$ cat src/design/pac_pkg.sv
// shared types and constants for the polygon area and centroid core
`timescale 1ns / 1ps
package pac_pkg;

    localparam int COORD_W      = 16;
    localparam int AREA_W       = 40;
    localparam int CROSS_W      = 43;
    localparam int WEIGHT_W     = 60;
    localparam int PROD_W       = 2 * COORD_W;
    localparam int EDGE_A_W     = PROD_W + 1;
    localparam int SUM2_W       = COORD_W + 1;
    localparam int WPROD_W      = SUM2_W + EDGE_A_W;
    localparam int DIVISOR_W    = CROSS_W + 2;
    localparam int QUOT_W       = COORD_W;
    localparam int MAX_VERTICES_DEF = 1024;
    localparam int QUEUE_DEPTH  = 4;

    typedef struct packed {
        logic signed [COORD_W-1:0] vertex_x;
        logic signed [COORD_W-1:0] vertex_y;
        logic                      last_vertex;
    } vertex_t;

    typedef struct packed {
        logic        [AREA_W-1:0]  area;
        logic signed [COORD_W-1:0] centroid_x;
        logic signed [COORD_W-1:0] centroid_y;
        logic                      degenerate;
    } result_t;

    // one edge of the ring, finish marks the closing edge of a polygon
    typedef struct packed {
        logic signed [COORD_W-1:0] x0;
        logic signed [COORD_W-1:0] y0;
        logic signed [COORD_W-1:0] x1;
        logic signed [COORD_W-1:0] y1;
        logic                      finish;
    } edge_t;

    typedef struct packed {
        logic full;
        logic empty;
    } queue_status_t;

endpackage

$ cat src/design/pac_queue.sv
// short edge queue between front and back
`timescale 1ns / 1ps
module pac_queue (
    input  logic                   clk,
    input  logic                   rst_n,
    input  logic                   push,
    input  pac_pkg::edge_t         push_edge,
    input  logic                   pop,
    output pac_pkg::edge_t         head,
    output pac_pkg::queue_status_t status
);
    import pac_pkg::*;

    localparam int PTR_W = $clog2(QUEUE_DEPTH);

    edge_t             mem_reg [QUEUE_DEPTH];
    logic [PTR_W-1:0]  wr_ptr_reg, rd_ptr_reg;
    logic [PTR_W:0]    fill_reg;

    assign head         = mem_reg[rd_ptr_reg];
    assign status.full  = (fill_reg == (PTR_W+1)'(QUEUE_DEPTH));
    assign status.empty = (fill_reg == '0);

    always_ff @(posedge clk or negedge rst_n)
    begin
        if (!rst_n)
        begin
            wr_ptr_reg <= '0;
            rd_ptr_reg <= '0;
            fill_reg   <= '0;
        end
        else
        begin
            if (push)
                wr_ptr_reg <= wr_ptr_reg + PTR_W'(1);
            if (pop)
                rd_ptr_reg <= rd_ptr_reg + PTR_W'(1);
            fill_reg <= fill_reg + (PTR_W+1)'(push) - (PTR_W+1)'(pop);
        end
    end

    always_ff @(posedge clk)
    begin
        if (push)
            mem_reg[wr_ptr_reg] <= push_edge;
    end

endmodule

$ cat config.mk
export PLATFORM = sky130hd
export DESIGN_NAME = pac_queue
export DESIGN_NICKNAME = d
export VERILOG_FILES = /design/src/design/pac_pkg.sv /design/src/design/pac_queue.sv
export SDC_FILE = /design/constraint.sdc
export NUM_CORES = 1
export LEC_CHECK = 0
export BUFFER_PORTS_ARGS = -buffer_cell sky130_fd_sc_hd__buf_2
export CAP_MARGIN = 0
export CORE_MARGIN = 2
export CORE_UTILIZATION = 30
export CTS_CLUSTER_DIAMETER = 120
export DETAILED_ROUTE_END_ITERATION = 10
export SLEW_MARGIN = 15
export SYNTH_ARGS = -nofsm -noshare
export SYNTH_HDL_FRONTEND = slang
export SYNTH_SLANG_ARGS = --single-unit
$ cat constraint.sdc
create_clock -name clk -period 7.51 [get_ports clk]
set_input_delay 0.3755 -clock clk [delete_from_list [all_inputs] [get_ports clk]]
set_output_delay 0.3755 -clock clk [all_outputs]
set_load 0.005 [all_outputs]
# --- Yosys cells after proc, flatten, opt, wreduce, memory -nomap -nowiden ---
# Memories as Yosys holds them, arrays and structs flattened.
# Index checks and enable logic that the tools add are counted.
totals:
  output_inout_bits: 67
  n_memories: 1
  ram_bits: 260
  ff_bits: 7
op_classes:
  n_mux: 2
  n_addsub: 4
  reduce_logical: 1
  eq_ne: 1
mem_list:
  columns: ["memory", "words", "width", "read_ports", "rd_ports_with_merged_regs", "wr", "line_no", "source"]
  rows:
  - ["mem_reg", 4, 65, 1, 0, 1, "pac_queue.sv:16", "edge_t mem_reg [QUEUE_DEPTH];"]
ops:
  columns: ["op", "n"]
  rows:
  - ["2-bit by 1-bit adder with 2-bit output, second input constant", 2]
  - ["3-bit by 1-bit adder with 3-bit output", 1]
  - ["3-bit equality test, second input constant", 1]
  - ["3-bit zero test", 1]
  - ["3-bit by 1-bit subtractor with 3-bit output", 1]
  - ["1-bit two-way mux", 2]

# --- Longest topological paths before layout ---
# Gate-level depths: netlist of run 1.
logic_depth:
  word_depth: 2
  depth_mapped: 6
  ltp_nobuf: 6

# --- Worst setup path before layout of run 1 ---
# No wires, ideal clock.
synth_path:
  path_type: "reg-to-reg"
  from: "register wr_ptr_reg[0]"
  to: "memory mem_reg[0][0] (netlist bit), enable pin"
  arrival_time_ns: 2.148
  t_required_ns: 7.080
  path_stages_with_launch: 4
  setup_slack_ns: 4.932
  period_less_slack_ns: 2.578
  cell_sequence: "dfrtp_1 > inv_1 > ha_1 > and2_1"
synth_lines:
  columns: ["item", "line_no", "source"]
  rows:
  - ["start: declaration", "pac_queue.sv:17", "logic [PTR_W-1:0] wr_ptr_reg, rd_ptr_reg;"]
  - ["start signal: assignment", "pac_queue.sv:35", "wr_ptr_reg <= wr_ptr_reg + PTR_W'(1);"]
  - ["end: declaration", "pac_queue.sv:16", null]
# Straight into the memory's write port.

==> metrics.csv, run 1 <==
metric;value;unit
status;completed;
grt_pass1_vias;4825;
cts_sinks;267;
leakage;4.00;nW
synth_area_leaders;edfxtp_1, mux4_2, dfrtp_1, buf_12, ha_1;
period_share;44.3;%
cpMaxStageDelayCell;dfrtp_4;
synth_edf_count;260;
critical-path-top-delay-family;flip-flops;
rsz0062_at_grt;false;
pwr_density_cell;384;mW/mm^2
nets;603;
p_int;3.32;mW
ios;136;
grt_pass1_wl;27.6;mm
p_sw_share;27.0;%
fin_util;36.6;%
netlist_instances;374;
first_pass_iters;6;
p_sw;1.23;mW
dp.cells;937;
synth_fp_nets;450;
end_kind;output pin;
root_buffer;clkbuf_16;
finClkSkew;0.00995;ns
drv_cap;0;
port_buffers;135;
synth-main-ff-cell;edfxtp_1;
final_cell_area;0.0119;mm^2
critPathKind;reg -> out;
critPathCapture;head[8];
grt_overflow_total;0;
vias;4372;
r2r-start;rd_ptr_reg[0];
synthArstFlopShare;2.62;%
die_h;185;um
via_per_inst;4.40;
max_stage_delay;0.95;ns
power.combinational.fraction;22.6;%
worstSetupPathDepth;3;
synth_commonest_cells;edfxtp_1, mux4_2, dfrtp_1;
h-tree-depth;1;
antenna_found_initial;3;
path_max_fanout;38;
final_cells;994;
numCtsBuffers;29;
totalWireLength;18.1;mm
yosysTopAreaCellShare;79.6;%
dieArea;0.0341;mm^2
finalSetupViolations;0;
place_area;0.0109;mm^2
tns;0;ns
post-dp-hpwl;9.97;mm
seqPwrFrac;47.4;%
cp_num_buf_inv;2;
drtIter0Drc;230;
row_count;66;
fin_crit;3.33;ns
irDropWorstVdd;0.277;mV
gp_congestion;0.697;
grt_max_degree;67;
post_drt_wl_per_cell;18.2;um
r2r_slack;5.42;ns
drive_above_1_share;45.2;%
slew_violations;0;
hp-class;in -> reg;
insertion_delay;0.55;ns
relSlewSlack;27.1;%
cts_tree;done;
syn_area;0.00980;mm^2
largest_reg_flops;260;
worstMarginPinSlew;1.09;ns
nFillCells;2988;
initial_core_util;30.3;%
hold_violations;0;
power_frac_clock;30.0;%
synth_cell_types;18;
avgSynthCellArea;26.2;um^2
yosys.area.top_type;edfxtp_1;
startpoint;rd_ptr_reg[0];
yosysSeqAreaShare;81.4;%
yosysMostFrequentCell;edfxtp_1;
cts.path.max_buffers;3;
r2r_cells;3;
cp_data_required_time;7.13;ns
cp.arrival;2.95;ns
cts_resized;0;
rr_endpoint;rd_ptr_reg[1];
cp_cell_sequence;buf_4 > mux4_2 > buf_2;
ys_warn_count;0;
max_freq;301;MHz
synth-seq-cells;267;
die_w;185;um
cp-start-kind;register;
gr-usage-all-layers;10.6;%
core;0.0324;mm^2
drc_errors;0;
clk_pin_slew;0.06;ns
area_growth;20.9;%
drtAntennaViolNets;0;
stage by stage:
step	total power, mW	setup slack, ns	hold WS (ns)
after global routing	4.80	3.92	0.0114
final	4.55	4.18	0.0388
after floorplan	2.84	4.93	0.0799
after global placement	3.22	4.65	0.217
after CTS	4.65	4.03	0.00452
after detailed placement	3.27	4.63	0.223
per-layer routing:
| metal | vias up | wire (um) | global-route usage [%] |
|---|---|---|---|
| li1 | 1918 | - | - |
| met1 | 2295 | 7530 | 13.2 |
| met2 | 122 | 8880 | 18.0 |
| met3 | 35 | 1140 | 2.81 |
| met4 | 2 | 551 | 3.30 |
| met5 | - | 13 | 0 |
cell type report:
type | instances | area, um^2 | area share [%]
clock inverter | 16 | 139 | 1.17
inverter | 6 | 22.5 | 0.190
sequential | 267 | 7990 | 67.4
timing repair buffer | 137 | 693 | 5.85
clock buffer | 37 | 786 | 6.63
tap | 442 | 553 | 4.67
multi-input combinational | 86 | 1660 | 14.0
antenna | 3 | 7.51 | 0.0633
worst min path at each step:
| stage | startpoint | to | slack, ns | cells after the start |
|---|---|---|---|---|
| 3_5_place_dp | rst_n | rd_ptr_reg[1] | 0.22 | 1 |
| 6_report | push_edge[54] | mem_reg[3][54] | 0.04 | 1 |
| 3_3_place_gp | rst_n | rd_ptr_reg[1] | 0.22 | 1 |
| 5_1_grt | push_edge[54] | mem_reg[2][54] | 0.01 | 1 |
| 4_1_cts | push_edge[54] | mem_reg[0][54] | 0.005 | 1 |
| 2_1_floorplan | rst_n | fill_reg[0] | 0.08 | 0 |
worst register-to-register path, cell delays in order (launching register included):
cell,delay [ns]
dfrtp_4,0.95
buf_4,0.68
nand2_1,0.16
xnor2_1,0.15
repair_timing:
item,4_1_cts,5_1_grt
buffers inserted,0,0
hold buffers,1,0
endpoints found under the hold margin,7,0
power by group through the flow:
stage | clock network (mW) | registers (mW) | logic [mW]
final | 1.37 | 2.16 | 1.03
after global routing | 1.46 | 2.20 | 1.14
after CTS | 1.41 | 2.18 | 1.07
after detailed placement | 0 | 2.21 | 1.06
after global placement | 0 | 2.19 | 1.04
after floorplan | 0 | 2.04 | 0.805
cells in the final DEF (no fill, tap or decap), drive strengths merged, types with 3 or more instances in the layout:
cell / synthesis / final
diode: 0 / 3
clkbuf: 2 / 37
and2: 4 / 4
clkinv: 0 / 12
buf: 13 / 136
inv: 6 / 7
mux4: 65 / 65
edfxtp: 260 / 260
dfrtp: 7 / 7
ha: 6 / 6
xor2: 3 / 3
kinds of logic (layout without fill, tap and decap cells):
logic type | after synthesis | count (layout) | synth area share, %
flip-flops | 267 | 267 | 81.4
AO/OA/AOI/OAI | 1 | 1 | 0.0510
adder cells (fa/ha/maj) | 7 | 7 | 0.970
buffers and inverters | 21 | 196 | 1.72
XOR/XNOR | 5 | 5 | 0.447
other | 0 | 3 | 0
multiplexers | 65 | 65 | 14.9
AND/OR/NAND/NOR | 8 | 8 | 0.447
Power figures use the tool's default switching activity.
==> run 2: changes to the inputs <==
==> constraint.sdc (replaced) <==
create_clock -name clk -period 2.9 [get_ports clk]
set_input_delay 0.145 -clock clk [delete_from_list [all_inputs] [get_ports clk]]
set_output_delay 0.145 -clock clk [all_outputs]
set_load 0.005 [all_outputs]
==> run 2 against run 1 <==
  * Non-clock buffer count up 77
  * Critical endpoint is now head[22]
  * Combinational power grew to 3.0 times the previous value
  * Global-route usage up 1.1 points
  * Largest cell class unchanged
  * Die area did not move
  * First-iteration DRC count shrank 8.3%
  * Worst hold slack better by 0.32 ns
  * Register-to-register slack worse by 4.3 ns
  * Sequential share of layout area down 4.2 points
  * Clock skew grew 0.0030 ns
  * Core utilization is 2.4 points higher
==> metrics.csv, run 2 (synthesized netlist as in run 1, its figures left out) <==
metric;value;unit;change
tns;0;ns;unchanged
cts_tree;done;;
nets;680;;+13%
h-tree-depth;1;;unchanged
ios;136;;unchanged
status;completed;;
drive_above_1_share;40.4;%;-4.8 points
final_cell_mix;edfxtp_1, buf_2, dlygate4sd3_1, mux4_2, clkbuf_16;;
cp_cell_sequence;buf_4 > mux4_2 > buf_2;;
hp-class;in -> reg;;
gp_congestion;0.658;;-5.6%
fin_util;39.0;%;+2.4 points
via_per_inst;4.41;;+0.33%
rsz0062_at_grt;false;;
preCtsSetupSlack;0.829;ns;-3.80 ns
antennaDiodeCount;0;;-3
drc_errors;0;;unchanged
numCtsBuffers;29;;unchanged
slew_violations;0;;unchanged
cpMaxStageDelayCell;dfrtp_4;;
totalPowerFinal;12.0;mW;+160%
antenna_found_initial;1;;-2
root_buffer;clkbuf_16;;
period_share;87.5;%;
path_max_fanout;26;;-32%
irDropWorstVdd;0.407;mV;+47%
vias;4713;;+7.8%
largest_reg_flops;260;;unchanged
hold_violations;0;;unchanged
insertion_delay;0.54;ns;about the same
drv_cap;0;;unchanged
area_growth;28.9;%;
grt_pass1_wl;30.1;mm;+9.0%
row_count;66;;unchanged
top_layer_used;met5;;
die_w;185;um;unchanged
finClkSkew;0.0129;ns;+0.00296 ns
max_freq;394;MHz;
drt-met1-wl;8.50;mm;+13%
post-dp-hpwl;11.9;mm;+20%
cts_setup_buffers;0;;unchanged
port_buffers;135;;unchanged
p_int;8.76;mW;+160%
route.met3.wl;1.17;mm;+2.3%
dr_wl_met2;9.60;mm;+8.0%
p_sw_share;26.9;%;-0.12 points
finalSetupViolations;0;;unchanged
worstMarginPinSlew;0.614;ns;-0.480 ns
setup_slack;0.364;ns;-3.82 ns
core;0.0324;mm^2;unchanged
cp-start-kind;register;;
post_drt_wl_per_cell;18.4;um;+1.1%
first_pass_iters;4;;-2
cts_sinks;267;;unchanged
relSlewSlack;59.1;%;+32 points
cts.path.max_buffers;3;;unchanged
p_sw;3.23;mW;+160%
pwr_density_cell;948;mW/mm^2;+150%
initial_core_util;30.3;%;unchanged
critPathKind;reg -> out;;
end_kind;output pin;;
leakage;4.34;nW;+8.4%
grt_overflow_total;0;;unchanged
seqPwrFrac;45.4;%;-2.0 points
power_frac_clock;29.0;%;-1.0 points
drtAntennaViolNets;0;;unchanged
fin_crit;2.54;ns;
die_h;185;um;unchanged
gr-usage-all-layers;11.7;%;+1.1 points
cp_data_required_time;2.76;ns;-4.37 ns
totalWireLength;19.7;mm;+8.6%
cp.arrival;2.39;ns;-0.56 ns
drtIter0Drc;211;;-8.3%
grt_max_degree;44;;-34%
dieArea;0.0341;mm^2;unchanged
layout_commonest_cell;edfxtp_1;;
grt_pass1_vias;5204;;+7.9%
max_stage_delay;0.78;ns;-0.17 ns
clk_pin_slew;0.06;ns;about the same
power.combinational.fraction;25.6;%;+3.0 points
-- run 2: changes by cell type in the layout (fill, tap and decap cells not counted) --
cell	delta
clkinv_2	-1
clkinv_4	-3
dlygate4sd3_1	+68
diode_2	-3
clkbuf_1	+4
buf_12	+5
buf_4	+4
-- run 2: area by class of cell --
class	instances	area [um^2]
Fill cell	2960	19700
Clock buffer	41	801
Multi-Input combinational cell	86	1660
Clock inverter	12	108
Timing Repair Buffer	214	1500
Tap cell	442	553
Inverter	6	22.5
Sequential cell	267	7990
-- run 2: through the flow --
step | std cells | hold WS (ns) | instance area [um^2]
after floorplan | 374 | -0.151 | 9800
after global placement | 946 | -0.00799 | 11000
after detailed placement | 946 | -0.00515 | 11000
after CTS | 1068 | 0.325 | 12600
after global routing | 1068 | 0.336 | 12600
final | 1068 | 0.357 | 12600
-- run 2: critical path: cells and delay by family, from the launching register on --
| kind | cells | cell delay, ns |
|---|---|---|
| DFF | 1 | 0.78 |
| muxes | 1 | 0.54 |
| buffers and inverters | 2 | 0.51 |
-- run 2: per-layer routing --
metal | global-route usage, % | up-vias
met3 | 2.95 | 34
met2 | 20.0 | 119
met4 | 3.14 | 2
met1 | 14.8 | 2499
li1 | - | 2059
met5 | 0 | -
-- run 2: final timing paths --
check,from,endpoint,slack [ns],cells after the start
max,rd_ptr_reg[0],head[22],0.36,3
min,push_edge[7],mem_reg[3][7],0.36,2
max reg2reg,wr_ptr_reg[0],mem_reg[0][4],1.08,4
min reg2reg,wr_ptr_reg[0],wr_ptr_reg[0],0.54,1
max in group asynchronous,rst_n,rd_ptr_reg[0],2.02,3
min in group asynchronous,rst_n,fill_reg[0],0.57,3
-- run 2: what timing repair did --
item | 4_1_cts | 5_1_grt
hold buffers | 69 | 0
endpoints found under the hold margin | 272 | 0
setup endpoints to repair | 0 | 0
gates resized for setup | 0 | 0
-- run 2: power groups by stage --
stage,Combinational (mW),Sequential [mW],Clock (mW)
after detailed placement,3.10,5.56,0
after global placement,3.05,5.51,0
after floorplan,2.09,5.28,0
after CTS,3.19,5.49,3.59
final,3.07,5.44,3.47
after global routing,3.38,5.55,3.75
==> run 3: changes to the inputs <==
--- a/config.mk
+++ b/config.mk
@@ -6,7 +6,6 @@
 export NUM_CORES = 1
 export LEC_CHECK = 0
 export BUFFER_PORTS_ARGS = -buffer_cell sky130_fd_sc_hd__buf_2
-export CAP_MARGIN = 0
 export CORE_MARGIN = 2
 export CORE_UTILIZATION = 30
 export CTS_CLUSTER_DIAMETER = 120
==> constraint.sdc (replaced) <==
create_clock -name clk -period 2.2 [get_ports clk]
set_input_delay 0.22 -clock clk [delete_from_list [all_inputs] [get_ports clk]]
set_output_delay 0.22 -clock clk [all_outputs]
set_load 0.005 [all_outputs]
==> run 3 against run 2 <==
  * The run now ends with negative setup slack left
  * Cell count is 0.84% higher
  * Setup slack worse by 0.39 ns
  * Critical path type unchanged
  * Critical endpoint is now head[33]
  * Worst hold slack worse by 0.26 ns
  * Sequential power is 29% higher
  * Wire length is 7.2% higher
  * Final area is 2.4% higher
  * Combinational power is 65% higher
  * Critical path depth is 1 higher
==> metrics.csv, run 3 (synthesized netlist as in run 1, its figures left out) <==
metric;value;unit;change
antennaDiodeCount;0;;unchanged
cpMaxStageDelayCell;mux4_2;;
row_count;66;;unchanged
first_pass_iters;6;;+2
largest_reg_flops;260;;unchanged
worstMarginPinSlew;0.410;ns;-0.204 ns
cp_cell_sequence;buf_12 > buf_16 > mux4_2 > buf_6;;
fin_crit;2.23;ns;
layout_commonest_cell;edfxtp_1;;
die_w;185;um;unchanged
vias;4712;;-0.021%
initial_core_util;30.3;%;unchanged
max_stage_delay;0.54;ns;-0.24 ns
insertion_delay;0.53;ns;about the same
leakage;4.48;nW;+3.2%
setup_slack;-0.0297;ns;-0.393 ns
cts_tree;done;;
gr-usage-all-layers;12.2;%;+0.52 points
cp_data_required_time;1.98;ns;-0.78 ns
end_kind;output pin;;
cp_num_buf_inv;3;;+1
ios;136;;unchanged
relSlewSlack;72.7;%;+14 points
final_cells;1077;;+0.84%
drtAntennaViolNets;0;;unchanged
finalSetupViolations;26;;+26
worstSetupPathDepth;4;;+1
h-tree-depth;1;;unchanged
critPathKind;reg -> out;;
finClkSkew;0.00773;ns;-0.00518 ns
clk_pin_slew;0.06;ns;about the same
drtIter0Drc;239;;+13%
tns;-0.248;ns;-0.248 ns
violations;negative setup slack;;
post-dp-hpwl;11.8;mm;-0.68%
irDropWorstVdd;0.747;mV;+84%
pwr_density_cell;1270;mW/mm^2;+34%
nets;690;;+1.5%
grt_pass1_vias;5299;;+1.8%
die_h;185;um;unchanged
grt_pass1_wl;31.1;mm;+3.3%
status;finished with violations;;
slew_violations;0;;unchanged
cp-start-kind;register;;
final_cell_mix;edfxtp_1, buf_2, dlygate4sd3_1, mux4_2, clkbuf_16;;
period_share;101;%;
port_buffers;135;;unchanged
gp_congestion;0.648;;-1.5%
antenna_found_initial;0;;-1
root_buffer;clkbuf_16;;
r2r_cells;4;;unchanged
core;0.0324;mm^2;unchanged
post_drt_wl_per_cell;19.6;um;+6.3%
hold_violations;0;;unchanged
drive_above_1_share;41.7;%;+1.3 points
grt_overflow_total;0;;unchanged
drv_cap;0;;unchanged
cts.path.max_buffers;3;;unchanged
path_max_fanout;10;;-62%
cts_sinks;267;;unchanged
cp.arrival;2.01;ns;-0.38 ns
dieArea;0.0341;mm^2;unchanged
critical-path-top-delay-family;multiplexers;;
max_freq;448;MHz;
area_growth;32.0;%;
grt_max_degree;36;;-18%
hp-class;in -> async;;
rsz0062_at_grt;true;;
nFillCells;2924;;-1.2%
dp.cells;948;;+0.21%
via_per_inst;4.38;;-0.86%
totalWireLength;21.1;mm;+7.2%
numCtsBuffers;29;;unchanged
drc_errors;0;;unchanged
[run 3: cell types whose count changed in the layout (fill, tap and decap cells not counted), moves of 4 or more]
| cell | before | now |
|---|---|---|
| buf_12 | 5 | 10 |
| clkinv_2 | 1 | 5 |
| buf_2 | 135 | 130 |
| buf_16 | 0 | 5 |
| buf_6 | 0 | 5 |
| buf_4 | 5 | 1 |
[run 3: final timing paths]
kind	start	endpoint	slack, ns
worst max register to register	wr_ptr_reg[0]	mem_reg[0][36]	0.52
min in group clk	push_edge[58]	mem_reg[1][58]	0.43
worst max-delay path	rd_ptr_reg[0]	head[33]	-0.03
worst min register to register	wr_ptr_reg[0]	wr_ptr_reg[0]	0.55
worst min-delay path	rst_n	fill_reg[0]	0.09
max in group asynchronous	rst_n	rd_ptr_reg[0]	1.91
[run 3: what timing repair did]
item / 4_1_cts / 5_1_grt
hold endpoints to repair: 271 / 0
gates cloned: 4 / 3
pin swaps: 0 / 0
hold buffers: 68 / 0
resized for setup: 7 / 6
setup endpoints to repair: 56 / 65
buffers inserted: 2 / 0
[run 3: final cells by class]
cell class,instances,area (um^2),area share (%)
clock inverters,17,109,0.841
multi-input cells,86,1660,12.8
clock buffers,35,748,5.78
repair buffers,224,1860,14.3
flip-flops and latches,267,7990,61.7
inverters,6,22.5,0.174
well taps,442,553,4.27
[run 3: through the flow]
step	worst slack [ns]	power, mW	instance area, um^2	hold WS, ns	util (%)
2_1_floorplan	0.329	9.67	9810	-0.0756	-
3_5_place_dp	0.444	11.5	11100	0.0746	34.4
3_3_place_gp	0.462	11.4	11100	0.0719	34.4
5_1_grt	-0.111	17.3	12900	0.0726	40.0
4_1_cts	-0.126	16.6	12800	0.0552	39.7
6_report	-0.0297	16.4	12900	0.0941	40.0
[run 3: power breakdown]
group / switching, mW / internal, mW
clock: 1.84 / 2.52
combinational: 2.32 / 2.75
sequential: 0.331 / 6.66
[run 3: per-layer routing]
| layer | GRT usage (%) | share of wire [%] | vias up |
|---|---|---|---|
| met5 | 0 | 0 | - |
| met4 | 2.92 | 2.3 | 0 |
| met3 | 2.83 | 5.1 | 39 |
| met2 | 22.5 | 53 | 128 |
| met1 | 14.3 | 40 | 2457 |
| li1 | - | - | 2088 |
